### src/hdl/mm_pkg.sv
// ----------------------------------------------------------------------------
// mm_pkg
// shared types and codes of the matrix multiply block
// ----------------------------------------------------------------------------
package mm_pkg;

  localparam int ROW_W = 4;
  localparam int VAL_W = 16;
  localparam int RES_W = 36;
  localparam int DIM_W = 5;
  localparam int CFG_IDX_W = 2;
  localparam logic [DIM_W-1:0] DIM_RESET = 5'd16;

  localparam logic [1:0] REQ_LOAD_A  = 2'd0;
  localparam logic [1:0] REQ_LOAD_B  = 2'd1;
  localparam logic [1:0] REQ_COMPUTE = 2'd2;

  localparam logic [CFG_IDX_W-1:0] CFG_ROWS_A     = 2'd0;
  localparam logic [CFG_IDX_W-1:0] CFG_INNER_SIZE = 2'd1;
  localparam logic [CFG_IDX_W-1:0] CFG_COLS_B     = 2'd2;

  localparam int QUEUE_DEPTH = 4;
  localparam int QPTR_W = 2;
  localparam int QCNT_W = 3;

  typedef struct packed {
    logic [1:0]              req_type;
    logic [ROW_W-1:0]        row_index;
    logic [ROW_W-1:0]        col_index;
    logic signed [VAL_W-1:0] element_value;
  } req_t;

  typedef struct packed {
    logic signed [RES_W-1:0] product_value;
    logic [ROW_W-1:0]        out_row;
    logic [ROW_W-1:0]        out_col;
    logic                    last;
  } res_t;

  typedef enum logic [1:0] {
    OP_LOAD_A,
    OP_LOAD_B,
    OP_COMPUTE
  } op_kind_t;

  typedef struct packed {
    op_kind_t                kind;
    logic [ROW_W-1:0]        row;
    logic [ROW_W-1:0]        col;
    logic signed [VAL_W-1:0] value;
  } op_t;

  typedef struct packed {
    logic [DIM_W-1:0] rows_a;
    logic [DIM_W-1:0] inner_size;
    logic [DIM_W-1:0] cols_b;
  } sizes_t;

endpackage

### src/hdl/mm_front.sv
// ----------------------------------------------------------------------------
// mm_front
// request intake, size registers and range filtering of items
// ----------------------------------------------------------------------------
module mm_front #(
  parameter int MAX_DIM = 16
) (
  input  logic                          clk,
  input  logic                          rst,
  input  logic                          req_valid,
  output logic                          req_stall,
  input  mm_pkg::req_t                  req,
  input  logic                          cfg_valid,
  output logic                          cfg_ready,
  input  logic [mm_pkg::CFG_IDX_W-1:0]  cfg_index,
  input  logic [mm_pkg::DIM_W-1:0]      cfg_data,
  output mm_pkg::sizes_t                sizes,
  output logic                          op_valid,
  input  logic                          op_full,
  output mm_pkg::op_t                   op
);
  import mm_pkg::*;

  localparam logic [DIM_W-1:0] DIM_MAX = DIM_W'(MAX_DIM);

  logic [DIM_W-1:0] rows_a;
  logic [DIM_W-1:0] inner_size;
  logic [DIM_W-1:0] cols_b;
  logic             hold_valid;
  req_t             hold;
  logic             keep;
  logic             done;
  logic             accept;
  logic [DIM_W-1:0] row_x;
  logic [DIM_W-1:0] col_x;

  assign cfg_ready = 1'b1;

  always_ff @(posedge clk) begin
    if (rst) begin
      rows_a     <= DIM_RESET;
      inner_size <= DIM_RESET;
      cols_b     <= DIM_RESET;
    end else if (cfg_valid && cfg_ready) begin
      unique case (cfg_index)
        CFG_ROWS_A:     rows_a     <= cfg_data;
        CFG_INNER_SIZE: inner_size <= cfg_data;
        CFG_COLS_B:     cols_b     <= cfg_data;
        default: ;
      endcase
    end
  end

  assign sizes.rows_a     = (rows_a > DIM_MAX) ? DIM_MAX : rows_a;
  assign sizes.inner_size = (inner_size > DIM_MAX) ? DIM_MAX : inner_size;
  assign sizes.cols_b     = (cols_b > DIM_MAX) ? DIM_MAX : cols_b;

  assign row_x = {1'b0, hold.row_index};
  assign col_x = {1'b0, hold.col_index};

  always_comb begin
    keep     = 1'b0;
    op.kind  = OP_COMPUTE;
    op.row   = hold.row_index;
    op.col   = hold.col_index;
    op.value = hold.element_value;
    unique case (hold.req_type)
      REQ_LOAD_A: begin
        keep    = (row_x < sizes.rows_a) && (col_x < sizes.inner_size);
        op.kind = OP_LOAD_A;
      end
      REQ_LOAD_B: begin
        keep    = (row_x < sizes.inner_size) && (col_x < sizes.cols_b);
        op.kind = OP_LOAD_B;
      end
      REQ_COMPUTE: begin
        keep    = (row_x < sizes.rows_a) && (sizes.cols_b != '0);
        op.kind = OP_COMPUTE;
      end
      default: keep = 1'b0;
    endcase
  end

  // dropped items retire at once, kept ones when the queue takes them
  assign op_valid  = hold_valid && keep;
  assign done      = hold_valid && (!keep || !op_full);
  assign req_stall = hold_valid && !done;
  assign accept    = req_valid && !req_stall;

  always_ff @(posedge clk) begin
    if (rst) begin
      hold_valid <= 1'b0;
    end else if (accept) begin
      hold_valid <= 1'b1;
    end else if (done) begin
      hold_valid <= 1'b0;
    end
  end

  always_ff @(posedge clk) begin
    if (accept) begin
      hold <= req;
    end
  end

endmodule

### config.mk
export PLATFORM = sky130hd
export DESIGN_NAME = mm_front
export DESIGN_NICKNAME = d
export VERILOG_FILES = /design/src/hdl/mm_pkg.sv /design/src/hdl/mm_front.sv
export SDC_FILE = /design/constraint.sdc
export NUM_CORES = 1
export LEC_CHECK = 0
export BUFFER_PORTS_ARGS = -buffer_cell sky130_fd_sc_hd__buf_2
export CAP_MARGIN = 20
export CELL_PAD_IN_SITES_DETAIL_PLACEMENT = 1
export CELL_PAD_IN_SITES_GLOBAL_PLACEMENT = 1
export CORE_MARGIN = 3
export CORE_UTILIZATION = 39
export CTS_CLUSTER_DIAMETER = 50
export DETAILED_ROUTE_END_ITERATION = 10
export GPL_ROUTABILITY_DRIVEN = 0
export GPL_TIMING_DRIVEN = 1
export PLACE_DENSITY = 0.9
export RECOVER_POWER = 25
export SLEW_MARGIN = 20
export SYNTH_ARGS = -nofsm -noshare
export SYNTH_HDL_FRONTEND = slang
export SYNTH_SLANG_ARGS = --single-unit
### constraint.sdc
create_clock -name clk -period 5.7 [get_ports clk]
set_input_delay 1.425 -clock clk [delete_from_list [all_inputs] [get_ports clk]]
set_output_delay 1.425 -clock clk [all_outputs]
set_load 0.1 [all_outputs]
### Yosys cells after proc, flatten, opt, wreduce, memory -nomap -nowiden

Cells that the tools add are included.

* logic and storage cells: 45
* output and inout port bits: 44
* input bits: 38
* register bits: 42

* order comparisons: 7
* multiplexer cells: 7
* reduce and logical (&&, ||, !) cells: 19
* eq/ne operators: 4

Operators by type and width (number)
* $lt A4 B5 Y1: 4
* $gt A5 B5 Y1 const B: 3
* $mux W5: 3
* $logic_and A1 B1 Y1: 7
* $reduce_and A2 Y1: 3
* $reduce_bool A5 Y1: 1
* $eq A2 B1 Y1 const B: 2
* $eq A2 B2 Y1 const B: 2
* $logic_not A1 Y1: 4
* $logic_not A2 Y1: 2
* $pmux W2 S2: 1
* $pmux W1 S3: 1
* $mux W1: 2
* $reduce_bool A2 Y1: 1
* $logic_or A1 B1 Y1: 1

### Longest topological paths before layout

* depth after elaboration: 13
* depth in mapped cells: 8

### Worst setup path before layout

Ideal clock, no wire load.

* kind: flip-flop to output port
* start: reg hold[25] (netlist bit)
* end: out req_stall
* path buffers: 0
* path slack: 0.315 ns
* arrival: 3.960 ns
* cell stages (with the launch flop): 5
* cell sequence: edfxtp_1 -> nor2b_1 -> o221ai_1 -> o32ai_2 -> nor2b_1

* cells in the longest elaborated chain, start to end: 7
* elaborated cells on any way between the ends: 9
* classes of those cells: eq/ne (2); mux (1); reduce/logical (6)

Ends and longest elaborated chain
* start, declared: RTL line mm_front.sv:30 `req_t hold;`
* start signal, assigned: RTL line mm_front.sv:102 `hold <= req;`
* $eq A2 B2 Y1, or another cell as far along: RTL line mm_front.sv:67 `unique case (hold.req_type)`
* $pmux W1 S3 (*): RTL line mm_front.sv:67
* $logic_not A1 Y1 (*): RTL line mm_front.sv:86 `assign done = hold_valid && (!keep || !op_full);`
* $logic_or A1 B1 Y1 (*): RTL line mm_front.sv:86
* $logic_and A1 B1 Y1 (*): RTL line mm_front.sv:86
* $logic_not A1 Y1 (*): RTL line mm_front.sv:87 `assign req_stall = hold_valid && !done;`
* $logic_and A1 B1 Y1 (*): RTL line mm_front.sv:87
* end, declared: RTL line mm_front.sv:11 `output logic req_stall,`

Mark *: on every way between the ends. The rest lies on a longest branch, timed or not.

### Worst setup path in the final report

* start: reg inner_size[4]
* end: out req_stall

* cells in the longest elaborated chain, start to end: 10
* elaborated cells on any way between the ends: 12
* classes of those cells: order compare (3); mux (2); reduce/logical (7)

Ends and longest elaborated chain
* start, declared: RTL line mm_front.sv:27 `logic [DIM_W-1:0] inner_size;`
* start signal, assigned: RTL line mm_front.sv:47 `CFG_INNER_SIZE: inner_size <= cfg_data;`
* $gt A5 B5 Y1: RTL line mm_front.sv:55 `assign sizes.inner_size = (inner_size > DIM_MAX) ? DIM_MAX : inner_size;`
* $mux W5 (*): RTL line mm_front.sv:55
* $lt A4 B5 Y1 (on tied branches): RTL line mm_front.sv:73, mm_front.sv:69
* $logic_and A1 B1 Y1 (on tied branches): RTL line mm_front.sv:73, mm_front.sv:69
* $pmux W1 S3 (*): RTL line mm_front.sv:67
* $logic_not A1 Y1 (*): RTL line mm_front.sv:86
* $logic_or A1 B1 Y1 (*): RTL line mm_front.sv:86
* $logic_and A1 B1 Y1 (*): RTL line mm_front.sv:86
* $logic_not A1 Y1 (*): RTL line mm_front.sv:87
* $logic_and A1 B1 Y1 (*): RTL line mm_front.sv:87

Marks and branches as above.

==> metrics.yaml <==
outcome:
  outcome: "complete, no violations"
clock_network:
  cts_resized: 0
  cts_buffers: 5
  insertion_delay_ns: 0.30
  cts.sinks: 42
  clockBufferDepth: 2
  clk_pin_slew_ns: 0.08
  post_cts_buffers: 0
  cts-root-buf: "clkbuf_8"
  cts_hold_buf: 0
  cts_tree: "done"
  h-tree-depth: 2
synthesis:
  netlist_area_um2: 2027
  synthCells: 178
  synth_edf_count: 26
  ys_warn_count: 0
  ys_types: 31
  synth-async-reset-ratio_pct: 0
  synth_flop_cell: "edfxtp_1"
  seq_area_frac_synth_pct: 54.32
  ys_ff_latch: 42
  syn_nets: 228
  avgSynthCellArea_um2: 11.39
final_layout:
  layout_commonest_cell: "buf_2"
  utilization_pct: 49.31
  drive_gt1_share_pct: 38.03
  antenna_cells: 0
  area_delta_synth_final_pct: 18.70
  mostFrequentLayoutCells: "buf_2, edfxtp_1, nor2_1"
  layout.nets: 283
global_route:
  grt.overflow.total: 0
  first_global_vias: 1604
  groute.usage.overall_pct: 17.01
  antenna_found_initial: 0
  grt_max_degree: 21
  grt_pass1_wl_mm: 8.017
sta:
  fin_skew_ns: 0.01362
  finalHoldViolCount: 0
  worst_slew_pin_slew_ns: 0.5821
  finalMaxSlewViolations: 0
  finalCritPeriodShare_pct: 72.82
  fmax_mhz: 240.9
  rsz0062_at_grt: "no"
  setup_viol: 0
  fin_tns_setup_ns: 0
  slew_headroom_pct: 61.03
  period_needed_ns: 4.151
worst_setup_path:
  start_kind: "flip-flop"
  path_cells: "nand2b_1 > ha_1 > a211o_1 > a31oi_1 > o41ai_1 > o32ai_2 > nor2b_1 > buf_2"
  path_buf_inv: 1
  r2r_start: "inner_size[4]"
  r2r_slack_ns: 2.81
  cp_data_required_time_ns: 4.28
  cp-end-kind: "output port"
  path_delay_family: "compound AO/OA/AOI/OAI gates"
  worstPathMaxFanout: 10
  cp_data_arrival_time_ns: 2.73
  crit_type: "reg -> out"
  rr_worst_depth: 8
  r2r_end: "op[22]"
  crit_path_top_delay_cell: "dfxtp_1"
  cpPeakStageDelay_ns: 0.51
floorplanning:
  die_w_um: 78.09
  fp.dieH_um: 78.09
  dieArea_um2: 6098
  start_util_pct: 41.54
  num_rows: 25
  core_area_um2: 4880
  ios: 82
power_and_ir_drop:
  vdd_ir_drop_max_mv: 0.1680
  p_leak_uw: 0.001156
  power.density_nw_per_um2: 313.8
route:
  ant_nets: 0
  vias_per_cell: 4.934
  routedWlPerCell_um: 17.23
  dr.pass1.iters: 4
  drt_iter0_drc: 75
  drt_wl_total_mm: 5.185
  drc_errors: 0
  dr_total_vias: 1485
min_path:
  hold_depth: 2
  hold_start: "rows_a[2]"
  hold_end: "rows_a[2]"
  hp-class: "reg -> reg"
placement:
  port_buffers: 80
  place_hpwl_mm: 4.167
run:
  cap_violations: 0
## flip-flops by register name, summed over array words and instances (netlist names)
name / flops
op: 24
inner_size: 5
hold: 2
rows_a: 5
hold_valid: 1
cols_b: 5
## layer usage
metal,share of wire (%),up-vias,track usage (%)
met2,55,52,31.68
li1,-,690,-
met5,0,-,0
met4,0.98,0,6.993
met1,39,739,19.38
met3,4.9,4,2.408
## report_power, final
part	internal (uW)	total [uW]	switching (uW)
clock network	131	238	107
registers	341	352	10.9
logic	32.5	166	133
total	504	755	251
## cells by family after synthesis
family	count (synthesis)	synth area share [%]
compound gates	17	6.483
other cells	1	0.1850
buf+inv	47	13.77
fa+ha+maj	12	7.407
simple gates	47	11.91
mux	12	5.926
flops	42	54.32
## Yosys cell counts (all sizes together), types with 2 or more instances
library cell,n,share of area (%)
a211o,3,1.3
a21oi,4,0.99
a31oi,3,0.93
buf,28,10
clkbuf,5,0.93
dfxtp,16,16
edfxtp,26,39
ha,12,7.4
inv,14,2.6
mux2i,12,5.9
nand2,7,1.3
nand2b,9,2.8
nand3b,2,0.74
nor2,18,3.3
nor2b,4,1.2
nor3,2,0.49
o221ai,2,0.86
## how the worst max path moves through the flow
stage,startpoint,endpoint,cells past startpoint
finish,inner_size[4],req_stall,8
detailed placement,inner_size[4],req_stall,8
CTS,inner_size[4],req_stall,8
global route,inner_size[4],req_stall,8
global placement,inner_size[4],req_stall,8
floorplan,hold[25],req_stall,4
## layout make-up
| type | count | area [um^2] |
|---|---|---|
| Fill cell | 581 | 2474 |
| Inverter | 14 | 52.55 |
| Multi-Input combinational cell | 89 | 653.1 |
| Timing Repair Buffer | 81 | 405.4 |
| Tap cell | 67 | 83.83 |
| Clock inverter | 2 | 37.54 |
| Clock buffer | 6 | 72.57 |
| Sequential cell | 42 | 1101 |
## tightest hold or removal path: cells and delay by family, from the launching register on
| kind | cells | cell delay, ns |
|---|---|---|
| mux | 1 | 0.07 |
| flops | 1 | 0.34 |
| simple gates | 1 | 0.08 |
## through the flow
stage,power (uW),hold WS [ns],cell area [um^2],std cells,setup slack (ns)
CTS,759.7,0.5191,2409,301,1.541
global placement,519.3,0.4758,2298,293,2.087
detailed placement,525.0,0.4983,2298,293,1.890
floorplan,500.9,0.4602,2027,178,0.3147
finish,755.0,0.5195,2406,301,1.549
global route,780.9,0.5569,2406,301,1.376
Power figures use the tool's default switching activity.
