$ cat src/hdl/mm_pkg.sv
// ----------------------------------------------------------------------------
// mm_pkg
// shared types and codes of the matrix multiply block
// ----------------------------------------------------------------------------
package mm_pkg;

  localparam int ROW_W = 4;
  localparam int VAL_W = 16;
  localparam int RES_W = 36;
  localparam int DIM_W = 5;
  localparam int CFG_IDX_W = 2;
  localparam logic [DIM_W-1:0] DIM_RESET = 5'd16;

  localparam logic [1:0] REQ_LOAD_A  = 2'd0;
  localparam logic [1:0] REQ_LOAD_B  = 2'd1;
  localparam logic [1:0] REQ_COMPUTE = 2'd2;

  localparam logic [CFG_IDX_W-1:0] CFG_ROWS_A     = 2'd0;
  localparam logic [CFG_IDX_W-1:0] CFG_INNER_SIZE = 2'd1;
  localparam logic [CFG_IDX_W-1:0] CFG_COLS_B     = 2'd2;

  localparam int QUEUE_DEPTH = 4;
  localparam int QPTR_W = 2;
  localparam int QCNT_W = 3;

  typedef struct packed {
    logic [1:0]              req_type;
    logic [ROW_W-1:0]        row_index;
    logic [ROW_W-1:0]        col_index;
    logic signed [VAL_W-1:0] element_value;
  } req_t;

  typedef struct packed {
    logic signed [RES_W-1:0] product_value;
    logic [ROW_W-1:0]        out_row;
    logic [ROW_W-1:0]        out_col;
    logic                    last;
  } res_t;

  typedef enum logic [1:0] {
    OP_LOAD_A,
    OP_LOAD_B,
    OP_COMPUTE
  } op_kind_t;

  typedef struct packed {
    op_kind_t                kind;
    logic [ROW_W-1:0]        row;
    logic [ROW_W-1:0]        col;
    logic signed [VAL_W-1:0] value;
  } op_t;

  typedef struct packed {
    logic [DIM_W-1:0] rows_a;
    logic [DIM_W-1:0] inner_size;
    logic [DIM_W-1:0] cols_b;
  } sizes_t;

endpackage

$ cat src/hdl/mm_queue.sv
// ----------------------------------------------------------------------------
// mm_queue
// short in-order queue of filtered items between intake and execution
// ----------------------------------------------------------------------------
module mm_queue (
  input  logic        clk,
  input  logic        rst,
  input  logic        push,
  input  mm_pkg::op_t push_op,
  output logic        full,
  input  logic        pop,
  output mm_pkg::op_t pop_op,
  output logic        empty
);
  import mm_pkg::*;

  op_t               entries [QUEUE_DEPTH];
  logic [QPTR_W-1:0] wr_ptr;
  logic [QPTR_W-1:0] rd_ptr;
  logic [QCNT_W-1:0] count;
  logic              do_push;
  logic              do_pop;

  assign full    = (count == QCNT_W'(QUEUE_DEPTH));
  assign empty   = (count == '0);
  assign do_push = push && !full;
  assign do_pop  = pop && !empty;
  assign pop_op  = entries[rd_ptr];

  always_ff @(posedge clk) begin
    if (rst) begin
      wr_ptr <= '0;
      rd_ptr <= '0;
      count  <= '0;
    end else begin
      if (do_push) begin
        wr_ptr <= wr_ptr + QPTR_W'(1);
      end
      if (do_pop) begin
        rd_ptr <= rd_ptr + QPTR_W'(1);
      end
      if (do_push && !do_pop) begin
        count <= count + QCNT_W'(1);
      end else if (do_pop && !do_push) begin
        count <= count - QCNT_W'(1);
      end
    end
  end

  always_ff @(posedge clk) begin
    if (do_push) begin
      entries[wr_ptr] <= push_op;
    end
  end

endmodule

$ cat config.mk
export PLATFORM = sky130hd
export DESIGN_NAME = mm_queue
export DESIGN_NICKNAME = d
export VERILOG_FILES = /design/src/hdl/mm_pkg.sv /design/src/hdl/mm_queue.sv
export SDC_FILE = /design/constraint.sdc
export NUM_CORES = 1
export LEC_CHECK = 0
export BUFFER_PORTS_ARGS = -buffer_cell sky130_fd_sc_hd__buf_2
export CAP_MARGIN = 40
export CORE_MARGIN = 2
export CORE_UTILIZATION = 45
export DETAILED_ROUTE_END_ITERATION = 8
export PLACE_DENSITY = 0.66
export SYNTH_ARGS = -nofsm -noshare
export SYNTH_HDL_FRONTEND = slang
export SYNTH_SLANG_ARGS = --single-unit
$ cat constraint.sdc
create_clock -name clk -period 2.65 [get_ports clk]
set_input_delay 0.265 -clock clk [delete_from_list [all_inputs] [get_ports clk]]
set_output_delay 0.265 -clock clk [all_outputs]
set_load 0.01 [all_outputs]
**After elaboration in Yosys (flattened, before gate mapping)**

Memory sizes are Yosys's and may differ from the RTL's. A register that Yosys moved wholly into a read port is not among the register bits.
Cells that the tools add are included.

- Register bits: 7
- Bits in writable memories: 104
- Input bits: 30
- Output and inout bits: 28
- Logic and storage cells: 25
- Memories: 1

Memories:

| name | depth | width | rd ports | clocked after Yosys merged registers in | wr ports | line | RTL |
|---|---|---|---|---|---|---|---|
| entries | 4 | 26 | 1 | 1 | 1 | mm_queue.sv:17 | `op_t entries [QUEUE_DEPTH];` |

- Add/subtract/negate cells: 4
- Equal/unequal tests: 1
- Mux-type cells: 6
- Reduce and logical (&&, ||, !) cells: 10

Operators by type and width:

| operator | number |
|---|---|
| 3-bit 2-to-1 mux | 2 |
| 2-bit by 1-bit adder with 2-bit output, second input constant | 2 |
| 1-bit logical AND | 4 |
| 1-bit logical NOT | 4 |
| 2-bit 2-to-1 mux | 2 |
| 3-bit by 1-bit adder with 3-bit output, second input constant | 1 |
| 3-bit == test, second input constant | 1 |
| 3-bit logical NOT | 1 |
| 3-bit by 1-bit subtractor with 3-bit output, second input constant | 1 |
| 1-bit 2-to-1 mux | 2 |
| 2-bit nonzero test | 1 |

**Longest topological paths before layout**

Gate-level depths: netlist (run 1).

- Depth after elaboration: 7
- Gate-level depth with buffers: 8
- Depth with buffers taken out: 8

**Worst setup path before layout (run 1)**

No wires, ideal clock.

- Path kind: register to register
- Start: reg count[0]
- End: reg count[2]
- Library setup time: 0.070 ns
- Arrival time: 1.913 ns
- Required time: 2.580 ns
- Path slack: 0.666 ns
- Stages on the path, launching flop included: 9
- Path buffers: 0
- Clock period less this slack: 1.984 ns
- Cell sequence: dfxtp_1 -> nor3b_2 -> nor2_2 -> ha_1 -> inv_1 -> fa_1 -> xor2_1 -> or3_1 -> a21oi_1

- Longest elaborated chain between the ends: 6
- Elaborated cells on any way between the ends: 15
- Classes of those cells: add/sub (2); eq/ne (1); mux (2); reduce/logical (10)

RTL lines:

| item | line | RTL |
|---|---|---|
| start: declaration | mm_queue.sv:20 | `logic [QCNT_W-1:0] count;` |
| start signal: assignment | mm_queue.sv:43 | `count <= count + QCNT_W'(1);` |
| start signal: assignment | mm_queue.sv:45 | `count <= count - QCNT_W'(1);` |
| 3-bit == test (*) | mm_queue.sv:24 | `assign full = (count == QCNT_W'(QUEUE_DEPTH));` |
| named net full | mm_queue.sv:10 | `output logic full,` |
| 1-bit logical NOT (*) | mm_queue.sv:26 | `assign do_push = push && !full;` |
| 1-bit logical AND (*) | mm_queue.sv:26 |  |
| named net do_push | mm_queue.sv:21 | `logic do_push;` |
| 1-bit logical NOT | mm_queue.sv:44 | `end else if (do_pop && !do_push) begin` |
| 1-bit logical AND | mm_queue.sv:44 |  |
| 2-bit nonzero test (no source line) | n/a |  |

The timed path passes the listed nets; every way through them passes the cells marked *. The select of a mux whose other input is x is not followed.
A chain may end at the register's enable or synchronous reset.

**Worst setup path after layout (run 1)**

- Start: reg count[0]
- End: reg count[2]

- Longest elaborated chain between the ends: 6
- Elaborated cells on any way between the ends: 15
- Classes of those cells: add/sub (2); eq/ne (1); mux (2); reduce/logical (10)

RTL lines:

| item | line |
|---|---|
| 3-bit == test (*) | mm_queue.sv:24 |
| 1-bit logical NOT (*) | mm_queue.sv:26 |
| 1-bit logical AND (*) | mm_queue.sv:26 |
| named net do_push | mm_queue.sv:21 |
| 1-bit logical NOT | mm_queue.sv:44 |
| 1-bit logical AND | mm_queue.sv:44 |
| 2-bit nonzero test (no source line) | n/a |

Marks and branches as above.

==> results.toml, run 1 <==
[timing]
finalHoldViolCount = 0
rsz0062_at_grt = "false"
fmax_mhz = 457
tightest_slew_ns = 0.398
finalSetupViolCount = 0
fin_skew_ns = 0.00606
min_period_ns = 2.19
tns_ns = 0
whs_ns = 0.0520
slew_viol_final = 0
period_share_pct = 82.6
slew_headroom_pct = 73.5

[global_route]
grt_start_max_net_pins = 27
overflow = 0
grt_pass1_vias = 2154
grt_pass1_wl_um = 11200
track_usage_pct = 15.3
antenna_found_initial = 0

[yosys]
synth_compound_gate_area_share_pct = 0.973
yosys.area.top_type = "edfxtp_1"
synth_mux_area_share_pct = 14.3
yosys_warnings = 0
synth-simple-area-share_pct = 2.18
yosysSeqAreaShare_pct = 77.8
synth_cell_types = 24
synth_top_family_by_area = "multiplexers"
syn-num-nets = 220
synth-seq-cells = 113
ys.flop_type = "edfxtp_1"
synth_xor_area_share_pct = 0.825
yosys-top-cells-area = "edfxtp_1, mux4_2, dfxtp_1, ha_1, buf_12"
yosysMostFrequentCell = "edfxtp_1"
synth_edf_count = 104
synthArstFlopShare_pct = 0
synthesis.instances = 184
synth-adder-area-share_pct = 1.95
avgSynthCellArea_um2 = 23.1
yosys.area.top_type_share_pct = 73.6
syn_area_um2 = 4250
synth_common_cells = "edfxtp_1, mux4_2, dfxtp_1"

[final_layout]
fin_util_pct = 59.7
final_area_um2 = 5490
antenna_cells = 0
drive_above_1_share_pct = 40.3
nFillCells = 674
nets = 322
area_delta_synth_final_pct = 29.4

[critical_path]
cp_max_fo = 6
crit_slowest_cell = "dfxtp_1"
cp-end-kind = "flip-flop"
cp.required_ns = 3.08
critPathKind = "flip-flop to flip-flop"
cp_slowest_stage_delay_ns = 0.50
startpoint_type = "flip-flop"
cp.arrival_ns = 2.62
worstPathCellList = "nor3b_2 > nor2_2 > ha_1 > inv_1 > fa_1 > xor2_1 > or3_1 > a21oi_1"

[detailed_routing]
routed_wl_um = 7220
routed_via_density = 5.14
firstDrtPassIters = 4
drc = 0
drt_iter0_drc = 127
antenna_left = 0
wl_per_cell_um = 17.8
vias = 2087

[cts]
clk_path_buf_depth = 2
clk-insertion-delay-late_ns = 0.49
clkTransAtPathRegs_ns = 0.05
cts_max_level = 4
cts_buffers = 17
cts_num_sinks = 113
cts-root-buf = "clkbuf_8"
cts_tree = "done"
post_cts_resized = 0
cts_setup_buffers = 0

[floorplan]
die_width_um = 101
start_util_pct = 46.2
io_pins = 58
fp.coreArea_um2 = 9200
die_area_um2 = 10200
core.rowCount = 35
fp.dieH_um = 101

[power]
leakagePower_uw = 0.00195
power_density_nw_per_um2 = 994
ir_worst_vdd_v = 0.000564

[flow_run]
maxCapViolations = 0

[status]
status = "complete, no violations"

[placement]
gp_congestion = 0.670
place_area_um2 = 4690
port_buffers = 57
hpwl_um = 4240

[worst_hold_path]
hp-class = "primary input to flip-flop"
-- final timing paths --
kind	startpoint	end	slack (ns)	depth (start not counted)
worst max-delay path	count[0]	count[2]	0.46	8
worst min-delay path	rst	count[2]	0.05	2
worst max register to register	count[0]	count[2]	0.46	8
worst min register to register	wr_ptr[1]	wr_ptr[1]	0.52	2
-- cell usage in the layout, fill, tap and decap left out, drive strengths merged, types with 2 or more instances in the layout --
cell	count
clkbuf	19
o21ai	2
nor2	6
and2	4
mux2i	2
edfxtp	104
or3	2
buf	64
inv	4
clkinv	6
nand2b	2
xor2	4
mux4	26
a21oi	2
bufinv	3
ha	5
dlygate4sd3	26
dfxtp	9
-- state kept, by name (all words and copies together), names as in the netlist, named ones only --
name     flops
entries    104
count        3
rd_ptr       2
wr_ptr       2
-- power by group --
part	total, uW	internal [uW]	leakage, uW	switching (uW)
combinational	1130	584	0.000651	548
clock	2080	1390	0.000270	686
sequential	2250	2160	0.00103	91.2
-- cell families after synthesis --
family / after synthesis
DFF: 113
muxes: 28
and+or+nand+nor: 16
buffers and inverters: 11
AOI/OAI and AO/OA: 6
adders and majority gates: 6
xor gates and xnor gates: 4
-- timing repair --
action                                  CTS  global route
hold buffers                             26             0
endpoints found under the setup margin    0             0
hold endpoints to repair                103             0
-- area by class of cell --
cell class	instances	area, um2	area share (%)
repair buffers	90	636	11.6
clock buffers	19	422	7.68
clock inverters	9	119	2.16
inverters	4	15.0	0.273
flip-flops and latches	113	3300	60.2
well taps	111	139	2.53
multi-input cells	60	857	15.6
-- stage by stage --
| step | power [uW] | setup WS, ns | std cells |
|---|---|---|---|
| 6_report | 5460 | 0.460 | 406 |
| 5_1_grt | 5700 | 0.291 | 406 |
| 4_1_cts | 5520 | 0.435 | 406 |
| 3_5_place_dp | 3400 | 0.472 | 352 |
| 3_3_place_gp | 3380 | 0.550 | 352 |
| 2_1_floorplan | 3060 | 0.666 | 184 |
-- metal layers --
metal / up-vias / global-route usage, % / routed length (um)
met2: 47 / 24.9 / 3680
li1: 957 / - / -
met5: - / 0 / 0
met3: 7 / 5.31 / 263
met4: 0 / 6.55 / 76
met1: 1076 / 18.8 / 3200
-- worst max-delay path, delay by kind of cell, from the launching register on --
family,cells,cell delay (ns)
buffers and inverters,1,0.07
AND/OR/NAND/NOR,3,0.65
AO/OA/AOI/OAI,1,0.13
adder cells (fa/ha/maj),2,0.61
XOR/XNOR,1,0.16
flip-flops,1,0.50
Note: power is estimated with default switching activity, not from simulation.
==> run 2, diff against run 1 <==
PLACE_DENSITY = 0.68   (was 0.66)
clock period = 1.8 ns   (was 2.65 ns; I/O delays follow)
==> results.toml, run 2 (same netlist as run 1, synthesis figures left out) <==
[detailed_routing]
drt_iter0_drc = 117
drc = 0
vias = 2150
routed_via_density = 5.07
wl_per_cell_um = 17.3
firstDrtPassIters = 4
routed_wl_um = 7310
antenna_left = 0

[cts]
cts_tree = "done"
cts_max_level = 4
clk-insertion-delay-late_ns = 0.49
clk_path_buf_depth = 2
cts_buffers = 17
clkTransAtPathRegs_ns = 0.05
cts_num_sinks = 113
cts-root-buf = "clkbuf_8"

[final_layout]
multi_input_area_um2 = 877
area_delta_synth_final_pct = 37.8
stdcell_count = 424
mostFrequentLayoutCells = "edfxtp_1, buf_2, dlygate4sd3_1, mux4_2, buf_6"
final_common_cell = "edfxtp_1"
drive_above_1_share_pct = 46.0
largest_register_ff_count = 104
regArea_um2 = 3320
top_regs = "entries: 104 flops, count: 3 flops"
nFillCells = 646
final_area_um2 = 5850
regMostFlops = "entries"
nets = 336
antenna_cells = 0

[power]
p_int_uw = 6470
power_density_nw_per_um2 = 1480
clkPwrFrac_pct = 35.5
leakagePower_uw = 0.00209
comb_power_share_pct = 26.2
switchingPower_uw = 2180
seqPwrFrac_pct = 38.3
swShare_pct = 25.3
ir_worst_vdd_v = 0.000779

[timing]
tightest_slew_ns = 0.357
whs_ns = 0.0849
fin_skew_ns = 0.00644
finalSetupViolCount = 27
slew_headroom_pct = 75.8
min_period_ns = 1.93
finalHoldViolCount = 0
slew_viol_final = 0
tns_ns = -2.42
fmax_mhz = 517
period_share_pct = 107
rsz0062_at_grt = "true"
setup_slack_ns = -0.133

[floorplan]
io_pins = 58
fp.dieH_um = 101
die_area_um2 = 10200
die_width_um = 101
start_util_pct = 46.2
fp.coreArea_um2 = 9200
core.rowCount = 35

[flow_run]
maxCapViolations = 0

[critical_path]
crit_slowest_cell = "mux4_2"
critPathKind = "flip-flop to output port"
critPathTopFamily = "multiplexers"
cp-end-kind = "output port"
cp.required_ns = 1.62
worstPathCellList = "buf_12 > mux4_2 > buf_6"
rrSetupSlack_ns = -0.05
cp.arrival_ns = 1.75
worst-path-buf-inv = 2
startpoint_type = "flip-flop"
r2r-start = "count[2]"
ff2ff_path_depth = 7
cp_slowest_stage_delay_ns = 0.54
worstReg2RegEnd = "count[2]"
cp_max_fo = 10

[placement]
pre_cts_ws_ns = -0.0955
place_area_um2 = 4810
hpwl_um = 4230
port_buffers = 57
gp_congestion = 0.674
place_inst = 362

[global_route]
grt_pass1_wl_um = 11100
grt_use_met3_pct = 4.76
grt_start_max_net_pins = 21
grt_use_met1_pct = 19.3
globalRouteMet2Util_pct = 24.4
track_usage_pct = 15.2
antenna_found_initial = 0
grt_pass1_vias = 2161
overflow = 0
globalRoute.busiestLayer = "met2"

[worst_hold_path]
min-delay-start = "push"
hold_depth = 4
holdPathEnd = "wr_ptr[0]"
hp-class = "primary input to flip-flop"

[status]
status = "complete, but fails checks"
failed_checks = "negative setup slack"
[run 2: cell count changes in the layout (fill, tap and decap cells not counted), sizes merged]
cell	change
buf	+13
dlygate4sd3	+1
inv	+1
clkinvlp	+2
clkinv	+4
clkbuf	-2
bufinv	-1
[run 2: final cells by class]
cell class | instances | area share (%)
clock buffers | 17 | 7.08
clock inverters | 15 | 2.46
inverters | 4 | 0.257
multi-input cells | 60 | 15.0
flip-flops and latches | 113 | 56.7
well taps | 111 | 2.37
repair buffers | 104 | 16.1
[run 2: how the worst max path moves through the flow]
stage              start   endpoint  slack, ns  depth (start not counted)
6_report       flip-flop  pop_op[2]      -0.13                          3
5_1_grt        flip-flop  pop_op[2]      -0.20                          3
4_1_cts        flip-flop  pop_op[2]      -0.16                          3
3_5_place_dp    count[1]   count[2]       -0.1                          7
3_3_place_gp    count[1]   count[2]      -0.05                          7
2_1_floorplan   count[2]   count[2]      -0.07                          8
[run 2: tightest hold or removal path: cells and delay by family]
kind / cells / cell delay (ns)
AOI/OAI and AO/OA: 2 / 0.22
buffers and inverters: 2 / 0.12
[run 2: what timing repair did]
item,CTS,global route
cloned,1,0
pin swaps,3,0
hold buffers,27,0
setup endpoints to repair,27,27
endpoints found under the hold margin,112,0
resized for setup,19,13
setup buffers,2,0
[run 2: power groups by stage]
stage / clock network, uW / logic, uW / registers (uW)
floorplan: 0 / 1210 / 3320
finish: 3070 / 2270 / 3310
detailed placement: 0 / 1810 / 3330
global route: 3250 / 2450 / 3340
global placement: 0 / 1800 / 3320
CTS: 3130 / 2130 / 3310
[run 2: metrics by stage]
stage               util, %  power (uW)
finish                 63.6        8650
global route           63.6        9030
CTS                    62.7        8580
detailed placement     52.3        5140
global placement       52.3        5120
floorplan                 -        4530
[run 2: metal layers]
| metal | wire, um | up-vias |
|---|---|---|
| li1 | - | 997 |
| met3 | 318 | 9 |
| met2 | 3750 | 66 |
| met5 | 0 | - |
| met1 | 3150 | 1078 |
| met4 | 94 | 0 |
==> run 3, diff against run 2 <==
ABC_AREA = 1   (was default)
==> results.toml, run 3 <==
[placement]
place_area_um2 = 4860
hpwl_um = 5300
port_buffers = 57
gp_congestion = 0.728
place_inst = 508

[final_layout]
nFillCells = 679
multi_input_area_um2 = 996
final_area_um2 = 6020
nets = 476
area_delta_synth_final_pct = 38.8
antenna_cells = 0
final_common_cell = "edfxtp_1"
largest_register_ff_count = 104
mostFrequentLayoutCells = "edfxtp_1, nor2_1, buf_2, o21ai_1, dlygate4sd3_1"
drive_above_1_share_pct = 31.2
regArea_um2 = 3320
regMostFlops = "entries"
stdcell_count = 581
top_regs = "entries: 104 flops, count: 3 flops"

[global_route]
grt_start_max_net_pins = 53
overflow = 0
grt_pass1_vias = 2894
track_usage_pct = 18.5
grt_pass1_wl_um = 14100
antenna_found_initial = 0

[detailed_routing]
routed_via_density = 5.15
antenna_left = 0
drc = 0
vias = 2990
drt_iter0_drc = 213
firstDrtPassIters = 4
wl_per_cell_um = 16.9
routed_wl_um = 9830

[floorplan]
io_pins = 58
fp.coreArea_um2 = 9280
core.rowCount = 35
die_width_um = 102
start_util_pct = 46.7
die_area_um2 = 10400
fp.dieH_um = 102

[cts]
cts-root-buf = "clkbuf_8"
clk-insertion-delay-late_ns = 0.51
clk_path_buf_depth = 2
clkTransAtPathRegs_ns = 0.05
cts_buffers = 17
cts_max_level = 4
cts_num_sinks = 113
cts_tree = "done"

[worst_hold_path]
hold_depth = 2
holdPathEnd = "entries[0][5]"
hp-class = "primary input to flip-flop"
min-delay-start = "push_op[5]"

[yosys]
avgSynthCellArea_um2 = 13.5
yosys-top-cells-area = "edfxtp_1, nor2_1, dfxtp_1, o21ai_0, o22ai_1"
yosys_warnings = 0
synth_common_cells = "edfxtp_1, nor2_1, o21ai_0"
syn-num-nets = 357
yosysMostFrequentCell = "edfxtp_1"
yosys.area.top_type_share_pct = 72.0
synth_cell_types = 20
yosys.area.top_type = "edfxtp_1"
synth_edf_count = 104
yosysSeqAreaShare_pct = 76.1
synthArstFlopShare_pct = 0
ys.flop_type = "edfxtp_1"
syn_area_um2 = 4340
synthesis.instances = 321
synth-seq-cells = 113

[critical_path]
cp-end-kind = "output port"
rrSetupSlack_ns = 0.09
ff2ff_path_depth = 9
worstReg2RegEnd = "count[1]"
cp_max_fo = 8
cp.arrival_ns = 1.66
startpoint_type = "flip-flop"
r2r-start = "count[1]"
cp.required_ns = 1.62
critPathKind = "flip-flop to output port"

[timing]
slew_viol_final = 0
finalSetupViolCount = 1
period_share_pct = 102
slew_headroom_pct = 80.1
fmax_mhz = 544
tightest_slew_ns = 0.298
rsz0062_at_grt = "true"
setup_slack_ns = -0.0396
fin_skew_ns = 0.0218
finalHoldViolCount = 0
min_period_ns = 1.84

[power]
leakagePower_uw = 0.00224
power_density_nw_per_um2 = 1430
ir_worst_vdd_v = 0.00112
total_power_uw = 8630

[status]
failed_checks = "negative setup slack"
status = "complete, but fails checks"

[flow_run]
maxCapViolations = 0
==> run 3: cell count changes after synthesis, sizes merged, moves of 2 or more <==
cell	previous run	this run
nand2	0	15
o21ai	2	53
o22ai	0	26
nand3	0	4
mux2i	2	0
or3	2	0
xor2	4	1
nand2b	2	0
inv	4	18
clkbuf	2	0
nor2	6	66
buf	5	15
and2	4	0
mux4	26	0
==> run 3: worst max path at each step <==
| stage | start | to | slack, ns | cells after the start |
|---|---|---|---|---|
| detailed placement | count[0] | count[2] | 0.001 | 11 |
| global route | flip-flop | pop_op[12] | -0.11 | 5 |
| global placement | count[1] | count[2] | 0.09 | 12 |
| CTS | flip-flop | pop_op[4] | -0.06 | 4 |
| finish | flip-flop | pop_op[12] | -0.04 | 5 |
| floorplan | count[0] | entries[1][0] | -0.36 | 4 |
==> run 3: what timing repair did <==
item,CTS,global route
hold endpoints to repair,111,0
hold buffers,30,0
resized for setup,11,65
setup endpoints to repair,27,27
gates cloned,1,5
pin swaps,1,20
setup buffers,3,3
==> run 3: where the power goes <==
part	total (uW)	switching, uW	internal [uW]	leakage, uW
Clock	2820	1030	1790	0.000246
Combinational	2450	1410	1040	0.000969
Sequential	3350	134	3220	0.00103
==> run 3: logic make-up (layout without fill, tap and decap cells) <==
group | Yosys count | in the layout | synth area share (%)
XOR/XNOR | 1 | 1 | 0.202
AND/OR/NAND/NOR | 86 | 86 | 7.70
AO/OA/AOI/OAI | 82 | 82 | 10.2
flip-flops | 113 | 113 | 76.1
adder cells (fa/ha/maj) | 6 | 6 | 1.90
buffers and inverters | 33 | 164 | 3.84
==> run 3: worst max-delay path, cell delays in order, from the launching register on <==
cell	delay [ns]
dfxtp_4	0.36
buf_12	0.16
clkbuf_16	0.17
nor2_1	0.18
o22ai_2	0.13
buf_2	0.15
==> run 3: routing by layer <==
| metal | GRT usage, % | up-vias | wire length, um |
|---|---|---|---|
| li1 | - | 1413 | - |
| met1 | 23.7 | 1437 | 4090 |
| met5 | 0 | - | 0 |
| met2 | 29.6 | 136 | 4900 |
| met3 | 5.68 | 4 | 768 |
| met4 | 8.00 | 0 | 59 |
==> run 3: layout make-up <==
cell class                      count  share of cell area [%]
Sequential cell                   113                    55.1
Multi-Input combinational cell    175                    16.5
Timing Repair Buffer              114                    15.4
Clock buffer                       23                    7.25
Tap cell                          129                    2.68
Inverter                           18                    1.64
Clock inverter                      8                    1.08
Timing Repair inverter              1                   0.270
==> run 3: through the flow <==
stage	worst slack (ns)	TNS (ns)	util, %	hold WS (ns)
after floorplan	-0.358	-37.19	-	0.249
after detailed placement	0.00119	0	52.4	0.394
after global routing	-0.109	-1.39	64.8	0.427
after CTS	-0.0560	-0.176	61.7	0.410
after global placement	0.0890	0	52.4	0.398
final	-0.0396	-0.0396	64.8	0.417
